`config.mk`:
```
export PLATFORM = sky130hd
export DESIGN_NAME = bth_front
export DESIGN_NICKNAME = d
export VERILOG_FILES = /design/src/hw/rtl/assert_macros.svh /design/src/hw/rtl/bth_pkg.sv /design/src/hw/rtl/bth_front.sv
export SDC_FILE = /design/constraint.sdc
export NUM_CORES = 1
export LEC_CHECK = 0
export BUFFER_PORTS_ARGS = -buffer_cell sky130_fd_sc_hd__buf_2
export CAP_MARGIN = 10
export CELL_PAD_IN_SITES_DETAIL_PLACEMENT = 1
export CELL_PAD_IN_SITES_GLOBAL_PLACEMENT = 2
export CORE_MARGIN = 4
export CORE_UTILIZATION = 37
export CTS_CLUSTER_SIZE = 24
export DETAILED_ROUTE_END_ITERATION = 12
export GPL_TIMING_DRIVEN = 1
export PLACE_DENSITY = 0.81
export REMOVE_ABC_BUFFERS = 1
export SETUP_SLACK_MARGIN = 0.2
export SKIP_CTS_REPAIR_TIMING = 1
export SYNTH_ARGS = -nofsm -noshare
export SYNTH_HDL_FRONTEND = slang
export SYNTH_SLANG_ARGS = --single-unit
```
`constraint.sdc`:
```
create_clock -name clock -period 3.3 [get_ports clock]
set_input_delay 0.165 -clock clock [delete_from_list [all_inputs] [get_ports clock]]
set_output_delay 0.165 -clock clock [all_outputs]
set_load 0.1 [all_outputs]
```
`src/hw/rtl/assert_macros.svh`:
```
// Assertion helpers for the RTL; define NO_ASSERTIONS to compile them out.
`ifndef ASSERT_MACROS_SVH
`define ASSERT_MACROS_SVH
`ifndef NO_ASSERTIONS
`define ASSERT_IMPLY(label, clk, rst, ante, cons) \
   label: assert property (@(posedge clk) disable iff (rst) (ante) |-> (cons)) \
      else $error("same-cycle check failed");
`define ASSERT_NEXT(label, clk, rst, ante, cons) \
   label: assert property (@(posedge clk) disable iff (rst) (ante) |=> (cons)) \
      else $error("next-cycle check failed");
`else
`define ASSERT_IMPLY(label, clk, rst, ante, cons)
`define ASSERT_NEXT(label, clk, rst, ante, cons)
`endif
`endif

```
`src/hw/rtl/bth_pkg.sv`:
```
package bth_pkg;

   localparam int BLOCK_NUMBER_W = 31;
   localparam int QUEUE_DEPTH    = 2;
   localparam int QPTR_W         = $clog2(QUEUE_DEPTH);
   localparam int QCNT_W         = $clog2(QUEUE_DEPTH + 1);

   typedef enum logic [1:0] {
      OP_INSERT  = 2'd0,
      OP_FIND    = 2'd1,
      OP_REMOVE  = 2'd2,
      OP_REPLACE = 2'd3
   } op_type;

   typedef enum logic [1:0] {
      ST_OK        = 2'd0,
      ST_NOT_FOUND = 2'd1,
      ST_FULL      = 2'd2,
      ST_PRESENT   = 2'd3
   } status_type;

   // queued request as the back end sees it
   typedef struct packed {
      logic                      valid;
      op_type                    op;
      logic [BLOCK_NUMBER_W-1:0] key;
      logic                      temperature;
   } cmd_type;

   typedef struct packed {
      logic clearing;
      logic pop;
   } back_stat_type;

endpackage

```
`src/hw/rtl/bth_front.sv`:
```
module bth_front #(
   parameter int KEY_BITS = 31
) (
   input  logic                               clock,
   input  logic                               reset,
   input  logic                               start,
   input  logic [1:0]                         req_operation,
   input  logic [bth_pkg::BLOCK_NUMBER_W-1:0] req_block_number,
   input  logic                               req_temperature,
   input  bth_pkg::back_stat_type             back_stat,
   output logic                               busy,
   output bth_pkg::cmd_type                   head
);
   import bth_pkg::*;

   localparam logic [BLOCK_NUMBER_W-1:0] KEY_MASK = (KEY_BITS >= BLOCK_NUMBER_W) ? '1 :
      BLOCK_NUMBER_W'((64'(1) << KEY_BITS) - 64'(1));

   cmd_type             q_ff [QUEUE_DEPTH];
   logic [QPTR_W-1:0]   wr_ptr_ff, wr_ptr_in;
   logic [QPTR_W-1:0]   rd_ptr_ff, rd_ptr_in;
   logic [QCNT_W-1:0]   count_ff, count_in;
   logic                push, pop;
   cmd_type             new_cmd;

   assign busy = back_stat.clearing || (count_ff == QCNT_W'(QUEUE_DEPTH));
   assign push = start && !busy;
   assign pop  = back_stat.pop;

   always_comb begin
      new_cmd             = '0;
      new_cmd.valid       = 1'b1;
      new_cmd.op          = op_type'(req_operation);
      new_cmd.key         = req_block_number & KEY_MASK;
      new_cmd.temperature = req_temperature;
   end

   always_comb begin
      wr_ptr_in = push ? wr_ptr_ff + 1'b1 : wr_ptr_ff;
      rd_ptr_in = pop  ? rd_ptr_ff + 1'b1 : rd_ptr_ff;
      count_in  = count_ff;
      if (push && !pop) begin
         count_in = count_ff + 1'b1;
      end else if (pop && !push) begin
         count_in = count_ff - 1'b1;
      end
   end

   always_ff @(posedge clock) begin
      if (reset) begin
         wr_ptr_ff <= '0;
         rd_ptr_ff <= '0;
         count_ff  <= '0;
      end else begin
         wr_ptr_ff <= wr_ptr_in;
         rd_ptr_ff <= rd_ptr_in;
         count_ff  <= count_in;
      end
   end

   always_ff @(posedge clock) begin
      if (push) begin
         q_ff[wr_ptr_ff] <= new_cmd;
      end
   end

   always_comb begin
      head       = q_ff[rd_ptr_ff];
      head.valid = (count_ff != '0);
   end

endmodule

```
==> summary.txt, run 1 <==
Global routing
  • First-pass GRT wire length: ~7500 um
  • Via count of the first global-routing pass: roughly 1,500
  • Pin count of the biggest net entering global routing: 35
  • Aggregate global routing overflow: 0
  • Number of antenna violations at the first check in global routing: 0
  • Gr usage total: 0.117

Clock network
  • CTS Sinks: between 70 and 80
  • Clock transition at path regs: 0.08 ns
  • Clock tree from TritonCTS: built
  • CTS H-tree depth: 3
  • Clock network latency to the later pin of the worst-skew pair: 0.34 ns
  • Maximum buffer depth of the clock tree: 2
  • Buffer cell driving the clock tree root: sky130_fd_sc_hd__clkbuf_8
  • Number of clock buffers inserted by TritonCTS: 9

STA
  • Setup repair after global routing missed its margin: false
  • Minimum clock period after layout: 2.11 ns
  • Smallest setup slack after layout: about 1.2 ns
  • Final setup violating endpoints: 0
  • Slew margin rel.: 0.334
  • Maximum clock rate: about 470 MHz
  • Post-route clock skew: about 0.0067 ns
  • Setup total negative slack: 0 ns
  • Count of final max-slew check failures: 0
  • Final hold vios: 0
  • Final Cycle Share: 0.639
  • Transition time at the pin with the least slew margin: between 0.9 and 1 ns

Pwr
  • Power density over the cells: between 600 and 700 nW/um^2
  • Power Total: ~2300 uW
  • Pleak: about 0.0013 uW
  • Peak supply drop: around 0.27 mV

Synthesis
  • Post-synthesis sequential element count: 73
  • Synthesized instance count: around 130
  • Seq/Total Area, Yosys: 0.797
  • Post-Syn Area: 2690 um^2
  • Distinct cell type count of the synthesized netlist: 19
  • Average cell area after synthesis: around 20 um^2
  • Yosys synthesis warning count: 0

Route
  • Via total after detailed routing: 1,426
  • Violation count after the first detailed-routing iteration: 57
  • Final Routed Wirelength: between 5000 and 6000 um
  • Routed wirelength normalized by instance count: about 16 um
  • Number of vias per cell: approximately 4.5
  • Detail Route Antenna Nets: 0
  • Number of optimization iterations in the first detailed-route pass: 4
  • DRC Markers: 0

Final layout
  • Count of nets after finishing: about 260
  • Leading cell type in the layout, fill and taps excluded: sky130_fd_sc_hd__buf_2
  • Ant. Diodes: 0
  • Proportion of layout cells with a drive suffix above 1: 0.556
  • Commonest cells after routing, fill and taps aside: 74 x sky130_fd_sc_hd__buf_2, 68 x sky130_fd_sc_hd__edfxtp_1, 34 x sky130_fd_sc_hd__mux2_2
  • Area growth from synthesis to final layout: 25.8%

Setup path
  • Endpoint class of the critical path: output pin
  • List of cells traversed by the critical path: mux2_2, buf_2
  • Endpoint of the most critical register-to-register path: q_ff[0][6]$_DFFE_PP_
  • Arrival time worst endpoint: 1.95 ns
  • Cells on worst reg2reg path: 3
  • Worst-path maximum fanout: 34
  • CP required: around 3.1 ns
  • Class of the most critical setup path: register to output pin
  • Launching element type of the critical path: register
  • Launch point of the worst reg-to-reg path: count_ff[0]$_SDFFE_PP0P_
  • Cell at the slowest stage of the critical path: sky130_fd_sc_hd__dfxtp_2
  • Delay of the slowest critical-path stage: between 0.8 and 0.9 ns
  • Worst reg2reg setup slack: between 1 and 1.5 ns

Floorplan
  • Boundary Pins: 75
  • FP Rows: 30
  • Die span in y: slightly above 90 um
  • Core box area: 6910 um^2
  • Horizontal die dimension: 93.2 um
  • Total die area: roughly 8700 um^2
  • Initial Util: 0.389

Flow run
  • Max Cap Viol: 0

Min path
  • Class of the most critical hold timing path: input pin to register
  • Destination of the worst hold path: q_ff[0][8]$_DFFE_PP_
  • Min-Delay Path Depth: 1
  • Worst Hold Launch: req_block_number[7]

Placed design
  • Dpl ws: around 1.3 ns
  • Placer congestion estimate: 0.724
  • Detailed-placement wirelength estimate: approximately 3300 um
  • Port bufs: 74

Status
  • Run status: finished, final reports clean
-- state kept, by name, summed over array words and instances (netlist names), named ones only --
register and count:
q_ff 68, count_ff 2, rd_ptr_ff 1, wr_ptr_ff 1
-- cells by family after synthesis --
kind of cell,Yosys count,synth area share
compound gates,3,0.00559
xor+xnor,3,0.00978
fa+ha+maj,1,0.00466
buf+inv,5,0.0116
flops,73,0.797
mux,34,0.143
simple gates,14,0.0284
-- through the flow --
stage                     hold WS (ns)  cells   util  area, um^2
after global placement           0.356    299  0.457        3160
final                           0.0157    319  0.489        3380
after global routing         0.0000664    319  0.489        3380
after CTS                     -0.00185    315  0.483        3340
after detailed placement         0.357    299  0.457        3160
after floorplan                  0.234    129      -        2660
-- synthesized netlist by cell type --
library cell / n / share of area
sky130_fd_sc_hd__a21oi_1: 1 / 0.0019
sky130_fd_sc_hd__xor2_1: 2 / 0.0065
sky130_fd_sc_hd__mux2_2: 34 / 0.14
sky130_fd_sc_hd__nand2b_1: 3 / 0.0070
sky130_fd_sc_hd__xnor2_1: 1 / 0.0033
sky130_fd_sc_hd__inv_1: 1 / 0.0014
sky130_fd_sc_hd__buf_4: 3 / 0.0084
sky130_fd_sc_hd__ha_1: 1 / 0.0047
sky130_fd_sc_hd__nand3_1: 1 / 0.0019
sky130_fd_sc_hd__nor2_1: 4 / 0.0056
sky130_fd_sc_hd__buf_2: 1 / 0.0019
sky130_fd_sc_hd__and2_1: 1 / 0.0023
sky130_fd_sc_hd__and3_1: 1 / 0.0023
sky130_fd_sc_hd__o21ai_0: 2 / 0.0037
sky130_fd_sc_hd__dfxtp_1: 5 / 0.037
sky130_fd_sc_hd__or2_2: 1 / 0.0023
sky130_fd_sc_hd__edfxtp_1: 68 / 0.76
sky130_fd_sc_hd__or3_1: 1 / 0.0023
sky130_fd_sc_hd__nor2b_1: 2 / 0.0047
-- worst max path at each step --
stage	start	to	slack, ns	cells after the start
after floorplan	count_ff[0]$_SDFFE_PP0P_	q_ff[0][0]$_DFFE_PP_	0.64	3
after global placement	count_ff[0]$_SDFFE_PP0P_	q_ff[0][33]$_DFFE_PP_	1.34	3
after detailed placement	count_ff[0]$_SDFFE_PP0P_	q_ff[0][2]$_DFFE_PP_	1.30	3
after CTS	register	head[28]	1.13	2
after global routing	register	head[12]	1.05	2
final	register	head[12]	1.19	2
-- area by class of cell --
type                    count  area, um^2
repair buffers             78         410
clock buffers              12         135
flip-flops and latches     73        2140
well taps                  96         120
clock inverters             4        43.8
fillers                   716        3530
multi-input cells          55         522
inverters                   1        3.75
-- critical path: cells and delay by family, from the launching register on --
kind                   cells  cell delay [ns]
buffers and inverters      1             0.42
DFF                        1             0.87
muxes                      1             0.30
-- per-layer routing --
layer | vias to the layer above | global-route usage | wire length [um]
li1 | 681 | - | -
met1 | 686 | 0.143 | 2240
met2 | 56 | 0.190 | 2380
met3 | 3 | 0.0483 | 353
met4 | 0 | 0.0403 | 27
met5 | - | 0 | 0
-- report_power, final --
part / total (uW) / internal (uW) / switching [uW] / leakage [uW]
Combinational: 523 / 107 / 417 / 0.000504
Clock: 654 / 345 / 308 / 0.0000918
Sequential: 1090 / 1060 / 30.0 / 0.000664
Total: 2270 / 1520 / 755 / 0.00126
(Power assumes the default switching activity.)
==> run 2, diff against run 1 <==
--- a/config.mk
+++ b/config.mk
@@ -5,6 +5,7 @@
 export SDC_FILE = /design/constraint.sdc
 export NUM_CORES = 1
 export LEC_CHECK = 0
+export ABC_AREA = 1
 export BUFFER_PORTS_ARGS = -buffer_cell sky130_fd_sc_hd__buf_2
 export CAP_MARGIN = 10
 export CELL_PAD_IN_SITES_DETAIL_PLACEMENT = 1
@@ -14,7 +15,7 @@
 export CTS_CLUSTER_SIZE = 24
 export DETAILED_ROUTE_END_ITERATION = 12
 export GPL_TIMING_DRIVEN = 1
-export PLACE_DENSITY = 0.81
+export PLACE_DENSITY = 0.8
 export REMOVE_ABC_BUFFERS = 1
 export SETUP_SLACK_MARGIN = 0.2
 export SKIP_CTS_REPAIR_TIMING = 1
==> constraint.sdc (replaced) <==
create_clock -name clock -period 2.04 [get_ports clock]
set_input_delay 0.102 -clock clock [delete_from_list [all_inputs] [get_ports clock]]
set_output_delay 0.102 -clock clock [all_outputs]
set_load 0.1 [all_outputs]
==> run 2 against run 1 <==
  * Global-route usage about the same
  * Sequential share of layout area is 8.6 points lower
  * Sequential power increased by 59%
  * Die area is 5.8% higher
  * Synthesized cell count is 8.3% higher
  * Non-clock buffer count up 35
  * Clock power up 80%
  * Critical path depth up 1
  * Combinational power grew 76%
  * Hold slack improved by 0.040 ns
  * Power rose by 68%
==> summary.txt, run 2 <==
Setup path
  • Launching element type of the critical path: register
  • Category of cells accounting for the largest share of critical-path delay: buffers and inverters
  • CP required: 1.94 ns (-1.19 ns)
  • Worst-path maximum fanout: 25 (-26%)
  • Endpoint class of the critical path: output pin
  • List of cells traversed by the critical path: buf_6, mux2_2, buf_2
  • Class of the most critical setup path: register to output pin
  • CP Buf/Inv Count: 2 (+1)
  • Arrival time worst endpoint: 1.65 ns (-0.30 ns)
  • Cell at the slowest stage of the critical path: sky130_fd_sc_hd__mux2_2
  • Delay of the slowest critical-path stage: 0.38 ns (-0.49 ns)

STA
  • Slew margin rel.: 0.665 (+0.331)
  • Final setup violating endpoints: 0 (unchanged)
  • Post-route clock skew: 0.00561 ns (-0.00110 ns)
  • Final hold vios: 0 (unchanged)
  • Setup repair after global routing missed its margin: false
  • Setup total negative slack: 0 ns (unchanged)
  • Final Cycle Share: 0.858
  • Minimum clock period after layout: roughly 1.8 ns
  • Count of final max-slew check failures: 0 (unchanged)
  • Maximum clock rate: 571 MHz
  • Transition time at the pin with the least slew margin: 0.507 ns (-0.491 ns)

Floorplan
  • Total die area: 9190 um^2 (+5.8%)
  • Die span in y: 95.9 um (+2.9%)
  • Initial Util: 0.388 (-0.00134)
  • Core box area: 7370 um^2 (+6.7%)
  • FP Rows: 31 (+3.3%)
  • Boundary Pins: 75 (unchanged)
  • Horizontal die dimension: 95.9 um (+2.9%)

Global routing
  • First-pass GRT wire length: 7890 um (+5.0%)
  • Via count of the first global-routing pass: 1,613 (+5.7%)
  • Aggregate global routing overflow: 0 (unchanged)
  • Gr usage total: 0.117 (-0.000172)
  • Number of antenna violations at the first check in global routing: 0 (unchanged)
  • Pin count of the biggest net entering global routing: 35 (unchanged)

Placed design
  • Placer congestion estimate: 0.747 (+3.2%)
  • Dpl cells: 317 (+6.0%)
  • Cell area after placement: 3340 um^2 (+5.8%)
  • Port bufs: 74 (unchanged)
  • Detailed-placement wirelength estimate: 3530 um (+8.4%)

Final layout
  • Final design instance area without fill: 3910 um^2 (+16%)
  • Commonest cells after routing, fill and taps aside: 74 x sky130_fd_sc_hd__buf_2, 68 x sky130_fd_sc_hd__edfxtp_1, 35 x sky130_fd_sc_hd__dlygate4sd3_1
  • Area growth from synthesis to final layout: 36.7%
  • Fraction of the core area covered by cells at the end of the flow: 0.530 (+0.0408)
  • Register with the most flip-flops: q_ff
  • Filler cell count: 733 (+2.4%)
  • Max reg flops: 68 (unchanged)
  • Leading cell type in the layout, fill and taps excluded: sky130_fd_sc_hd__buf_2
  • Final non-filler cell total: 367 (+15%)
  • Count of nets after finishing: 304 (+18%)
  • Largest registers: q_ff (68), count_ff (2)
  • Ant. Diodes: 0 (unchanged)
  • Proportion of layout cells with a drive suffix above 1: 0.478 (-0.0784)

Pwr
  • Internal Dissipation: 2630 uW (+73%)
  • Power density over the cells: 980 nW/um^2 (+46%)
  • NetSw: 1200 uW (+59%)
  • Switching share of power: 0.313 (-0.0193)
  • Pleak: 0.00158 uW (+25%)
  • Sequential power share: 0.452 (-0.030)
  • Comb pwr share: 0.241 (+0.011)
  • Share of power burned in the clock network: 0.307 (+0.019)
  • Peak supply drop: 0.403 mV (+52%)

Synthesis
  • Seq/Total Area, Yosys: 0.750 (-0.0475)
  • Post-synthesis sequential element count: 73 (unchanged)
  • Synthesized instance count: 144 (+8.3%)
  • Flip-flop cell with the highest count after synthesis: sky130_fd_sc_hd__edfxtp_1
  • Post-Syn Area: 2860 um^2 (+6.3%)
  • Main area contributors after synthesis: sky130_fd_sc_hd__edfxtp_1 71%, sky130_fd_sc_hd__mux2_4 16%, sky130_fd_sc_hd__dfxtp_1 3.5%
  • Area leader, netlist: sky130_fd_sc_hd__edfxtp_1
  • Distinct cell type count of the synthesized netlist: 15 (-4)
  • Yosys synthesis warning count: 0 (unchanged)
  • Number of enable-type register cells in the synthesized netlist: 68 (unchanged)
  • Proportion of synthesized flip-flops having asynchronous set or reset: 0 (unchanged)
  • Average cell area after synthesis: 19.8 um^2 (-1.8%)
  • Dominant cell by count in the synthesized netlist: sky130_fd_sc_hd__edfxtp_1
  • Synth top area share: 0.715 (-0.0453)
  • Top cell types by occurrence after synthesis: 68 x sky130_fd_sc_hd__edfxtp_1, 30 x sky130_fd_sc_hd__mux2_4, 11 x sky130_fd_sc_hd__inv_1

Clock network
  • Clock network latency to the later pin of the worst-skew pair: 0.33 ns (about the same)
  • Clock tree from TritonCTS: built
  • Number of clock buffers inserted by TritonCTS: 9 (unchanged)
  • Maximum buffer depth of the clock tree: 2 (unchanged)
  • CTS Sinks: 73 (unchanged)
  • CTS H-tree depth: 3 (unchanged)
  • Clock transition at path regs: 0.07 ns (about the same)
  • Buffer cell driving the clock tree root: sky130_fd_sc_hd__clkbuf_8

Route
  • Number of vias per cell: 4.40 (-1.7%)
  • DRC Markers: 0 (unchanged)
  • Violation count after the first detailed-routing iteration: 64 (+12%)
  • Number of optimization iterations in the first detailed-route pass: 4 (unchanged)
  • Routed wirelength normalized by instance count: 15.0 um (-4.1%)
  • Detail Route Antenna Nets: 0 (unchanged)
  • Final Routed Wirelength: 5520 um (+10%)
  • Via total after detailed routing: 1,613 (+13%)

Min path
  • Class of the most critical hold timing path: input pin to register

Flow run
  • Max Cap Viol: 0 (unchanged)

Status
  • Run status: finished, final reports clean
## run 2: layout make-up
| type | instances | area, um^2 | area share |
|---|---|---|---|
| flip-flops and latches | 73 | 2140 | 0.549 |
| multi-input cells | 56 | 609 | 0.156 |
| inverters | 11 | 41.3 | 0.0106 |
| clock buffers | 9 | 124 | 0.0317 |
| well taps | 99 | 124 | 0.0317 |
| clock inverters | 6 | 83.8 | 0.0215 |
| repair buffers | 113 | 779 | 0.200 |
## run 2: path summary, 6_finish.rpt
path | from | to | slack [ns] | cells after the start
max | register | head[15] | 0.29 | 3
min | back_stat[0] | rd_ptr_ff$_SDFFE_PP0P_ | 0.06 | 3
max reg2reg | count_ff[0]$_SDFFE_PP0P_ | count_ff[1]$_SDFFE_PP0P_ | 0.57 | 10
min reg2reg | rd_ptr_ff$_SDFFE_PP0P_ | rd_ptr_ff$_SDFFE_PP0P_ | 0.52 | 2
## run 2: stage by stage
stage | hold WS [ns] | power (uW) | worst slack [ns]
final | 0.0556 | 3830 | 0.290
after detailed placement | 0.295 | 2640 | 0.541
after floorplan | 0.174 | 2490 | -0.403
after CTS | -0.0653 | 3820 | 0.157
after global placement | 0.290 | 2620 | 0.548
after global routing | 0.0598 | 3980 | 0.215
## run 2: kinds of logic (layout without fill, tap and decap cells)
| logic type | Yosys count | in the layout | synth area share |
|---|---|---|---|
| DFF | 73 | 73 | 0.750 |
| muxes | 34 | 34 | 0.173 |
| and+or+nand+nor | 18 | 18 | 0.0263 |
| buffers and inverters | 15 | 139 | 0.0394 |
| AOI/OAI and AO/OA | 2 | 2 | 0.00350 |
| adders and majority gates | 1 | 1 | 0.00438 |
| xor gates and xnor gates | 1 | 1 | 0.00307 |
## run 2: power by group through the flow
stage | logic, uW | registers, uW | clock network (uW)
6_report | 921 | 1730 | 1180
5_1_grt | 959 | 1740 | 1280
4_1_cts | 875 | 1730 | 1210
3_5_place_dp | 874 | 1760 | 0
3_3_place_gp | 866 | 1760 | 0
2_1_floorplan | 701 | 1780 | 0
## run 2: worst min-delay path, stage by stage
cell	delay, ns
sky130_fd_sc_hd__buf_2	0.10
sky130_fd_sc_hd__xnor2_1	0.08
sky130_fd_sc_hd__nor2_1	0.07
## run 2: metal layers
layer	GRT usage	vias to the layer above	share of wire
li1	-	772	-
met1	0.131	775	0.41
met2	0.197	58	0.50
met3	0.0438	8	0.073
met4	0.0569	0	0.014
met5	0	-	0
==> run 3, diff against run 2 <==
--- a/config.mk
+++ b/config.mk
@@ -11,11 +11,11 @@
 export CELL_PAD_IN_SITES_DETAIL_PLACEMENT = 1
 export CELL_PAD_IN_SITES_GLOBAL_PLACEMENT = 2
 export CORE_MARGIN = 4
-export CORE_UTILIZATION = 37
+export CORE_UTILIZATION = 40
 export CTS_CLUSTER_SIZE = 24
 export DETAILED_ROUTE_END_ITERATION = 12
 export GPL_TIMING_DRIVEN = 1
-export PLACE_DENSITY = 0.8
+export PLACE_DENSITY = 0.85
 export REMOVE_ABC_BUFFERS = 1
 export SETUP_SLACK_MARGIN = 0.2
 export SKIP_CTS_REPAIR_TIMING = 1
==> constraint.sdc (replaced) <==
create_clock -name clock -period 2.1 [get_ports clock]
set_input_delay 0.105 -clock clock [delete_from_list [all_inputs] [get_ports clock]]
set_output_delay 0.105 -clock clock [all_outputs]
set_load 0.1 [all_outputs]
==> run 3 against run 2 <==
  * Sequential share of layout area grew 0.11 points
  * Non-clock buffer count is the same
  * Combinational power shrank 2.6%
  * Routed wire length grew 3.2%
  * Die area shrank 6.9%
  * Critical path type unchanged
  * Critical endpoint is now head[16]
==> summary.txt, run 3 (same netlist as run 2, synthesis figures left out) <==
Status
  • Run status: finished, final reports clean

Pwr
  • Pleak: 0.00159 uW (+0.58%)
  • Power Total: 3730 uW (-2.5%)
  • Peak supply drop: 0.454 mV (+12%)
  • Power density over the cells: 957 nW/um^2 (-2.3%)

Setup path
  • Launching element type of the critical path: register
  • Arrival time worst endpoint: 1.64 ns (about the same)
  • Cells on worst reg2reg path: 10 (unchanged)
  • List of cells traversed by the critical path: buf_4, mux2_2, buf_2
  • Category of cells accounting for the largest share of critical-path delay: buffers and inverters
  • Delay of the slowest critical-path stage: 0.38 ns (about the same)
  • Endpoint of the most critical register-to-register path: count_ff[1]$_SDFFE_PP0P_
  • Launch point of the worst reg-to-reg path: count_ff[0]$_SDFFE_PP0P_
  • CP Buf/Inv Count: 2 (unchanged)
  • Class of the most critical setup path: register to output pin
  • Endpoint class of the critical path: output pin
  • Worst reg2reg setup slack: 0.59 ns (+0.02 ns)
  • Worst-path maximum fanout: 18 (-28%)
  • Cell at the slowest stage of the critical path: sky130_fd_sc_hd__mux2_2
  • CP required: 2.00 ns (+0.06 ns)

Clock network
  • CTS Sinks: 73 (unchanged)
  • Clock transition at path regs: 0.07 ns (about the same)
  • Clock network latency to the later pin of the worst-skew pair: 0.34 ns (about the same)
  • CTS H-tree depth: 3 (unchanged)
  • Buffer cell driving the clock tree root: sky130_fd_sc_hd__clkbuf_8
  • Clock tree from TritonCTS: built
  • Maximum buffer depth of the clock tree: 2 (unchanged)
  • Number of clock buffers inserted by TritonCTS: 9 (unchanged)

Floorplan
  • Core box area: 6870 um^2 (-6.8%)
  • Initial Util: 0.416 (+0.0282)
  • Die span in y: 92.5 um (-3.5%)
  • Horizontal die dimension: 92.5 um (-3.5%)
  • FP Rows: 30 (-3.2%)
  • Boundary Pins: 75 (unchanged)
  • Total die area: 8560 um^2 (-6.9%)

Route
  • Number of optimization iterations in the first detailed-route pass: 4 (unchanged)
  • Final Routed Wirelength: 5690 um (+3.2%)
  • Detail Route Antenna Nets: 0 (unchanged)
  • Number of vias per cell: 4.52 (+2.8%)
  • Routed wirelength normalized by instance count: 15.6 um (+4.0%)
  • Violation count after the first detailed-routing iteration: 32 (-50%)
  • DRC Markers: 0 (unchanged)
  • Via total after detailed routing: 1,644 (+1.9%)

Final layout
  • Register with the most flip-flops: q_ff
  • Leading cell type in the layout, fill and taps excluded: sky130_fd_sc_hd__buf_2
  • Fraction of the core area covered by cells at the end of the flow: 0.567 (+0.0375)
  • Max reg flops: 68 (unchanged)
  • Proportion of layout cells with a drive suffix above 1: 0.481 (+0.00373)
  • Commonest cells after routing, fill and taps aside: 74 x sky130_fd_sc_hd__buf_2, 68 x sky130_fd_sc_hd__edfxtp_1, 35 x sky130_fd_sc_hd__dlygate4sd3_1
  • Largest registers: q_ff (68), count_ff (2)
  • Area growth from synthesis to final layout: 36.4%
  • Count of nets after finishing: 304 (unchanged)
  • Filler cell count: 658 (-10%)
  • Ant. Diodes: 0 (unchanged)

STA
  • Maximum clock rate: roughly 570 MHz
  • Post-route clock skew: 0.00821 ns (+0.00261 ns)
  • Final Cycle Share: 0.832
  • Minimum clock period after layout: 1.75 ns
  • Transition time at the pin with the least slew margin: 0.512 ns (+0.00508 ns)
  • Setup repair after global routing missed its margin: false
  • Final hold vios: 0 (unchanged)
  • Slew margin rel.: 0.661 (-0.00337)
  • Count of final max-slew check failures: 0 (unchanged)
  • Final setup violating endpoints: 0 (unchanged)

Global routing
  • Number of antenna violations at the first check in global routing: 0 (unchanged)
  • Via count of the first global-routing pass: 1,644 (+1.9%)
  • First-pass GRT wire length: 8200 um (+4.0%)
  • Gr usage total: 0.128 (+0.0110)
  • Aggregate global routing overflow: 0 (unchanged)
  • Pin count of the biggest net entering global routing: 35 (unchanged)

Min path
  • Min-Delay Path Depth: 3 (unchanged)
  • Worst Hold Launch: back_stat[0]
  • Class of the most critical hold timing path: input pin to register
  • Destination of the worst hold path: rd_ptr_ff$_SDFFE_PP0P_

Placed design
  • Placer congestion estimate: 0.765 (+2.5%)
  • Detailed-placement wirelength estimate: 3590 um (+1.8%)
  • Port bufs: 74 (unchanged)

Flow run
  • Max Cap Viol: 0 (unchanged)
run 3: changes by cell type in the layout (fill, tap and decap cells not counted):
| cell | change |
|---|---|
| sky130_fd_sc_hd__clkinv_1 | -1 |
| sky130_fd_sc_hd__buf_6 | -1 |
| sky130_fd_sc_hd__buf_4 | +1 |
| sky130_fd_sc_hd__clkinv_2 | +2 |
| sky130_fd_sc_hd__clkinvlp_4 | -2 |
| sky130_fd_sc_hd__clkinv_4 | +1 |
run 3: final cells by class:
cell class                 instances  area (um^2)  area share
multi-input combinational         56          609       0.156
timing repair buffer             113          776       0.199
clock buffer                       9          124      0.0318
clock inverter                     6         83.8      0.0215
sequential                        73         2140       0.550
inverter                          11         41.3      0.0106
tap                               96          120      0.0308
run 3: metrics by stage:
stage / area, um^2 / std cells / TNS, ns / hold WS (ns) / setup WS (ns)
floorplan: 2790 / 140 / -12.15 / 0.177 / -0.343
detailed placement: 3340 / 314 / 0 / 0.299 / 0.571
global route: 3900 / 364 / 0 / 0.0735 / 0.295
global placement: 3340 / 314 / 0 / 0.292 / 0.715
CTS: 3550 / 329 / 0 / -0.0652 / 0.325
finish: 3900 / 364 / 0 / 0.0683 / 0.353
run 3: report_power, final:
group          switching, uW  internal [uW]
Sequential              20.8           1660
Clock                    493            658
Combinational            661            236
Total                   1170           2550
run 3: worst reg2reg max path: cells and delay by family, from the launching register on:
family	cells	cell delay, ns
flip-flops	1	0.31
AND/OR/NAND/NOR	5	0.52
buffers and inverters	4	0.31
adder cells (fa/ha/maj)	1	0.31
run 3: layer usage:
metal  global-route usage  part of all wire  vias to the layer above  routed length, um
met5                    0                 0                        -                  0
met4               0.0668             0.016                        0                 93
met3               0.0406             0.069                       11                395
met2                0.208              0.49                       63               2810
met1                0.153              0.42                      798               2400
li1                     -                 -                      772                  -
run 3: worst max path at each step:
stage | from | endpoint | slack [ns] | cells past startpoint
floorplan | count_ff[0]$_SDFFE_PP0P_ | q_ff[0][0]$_DFFE_PP_ | -0.34 | 4
global placement | register | head[16] | 0.71 | 3
detailed placement | count_ff[0]$_SDFFE_PP0P_ | count_ff[1]$_SDFFE_PP0P_ | 0.57 | 10
CTS | register | head[21] | 0.33 | 3
global route | register | head[16] | 0.29 | 3
finish | register | head[16] | 0.35 | 3
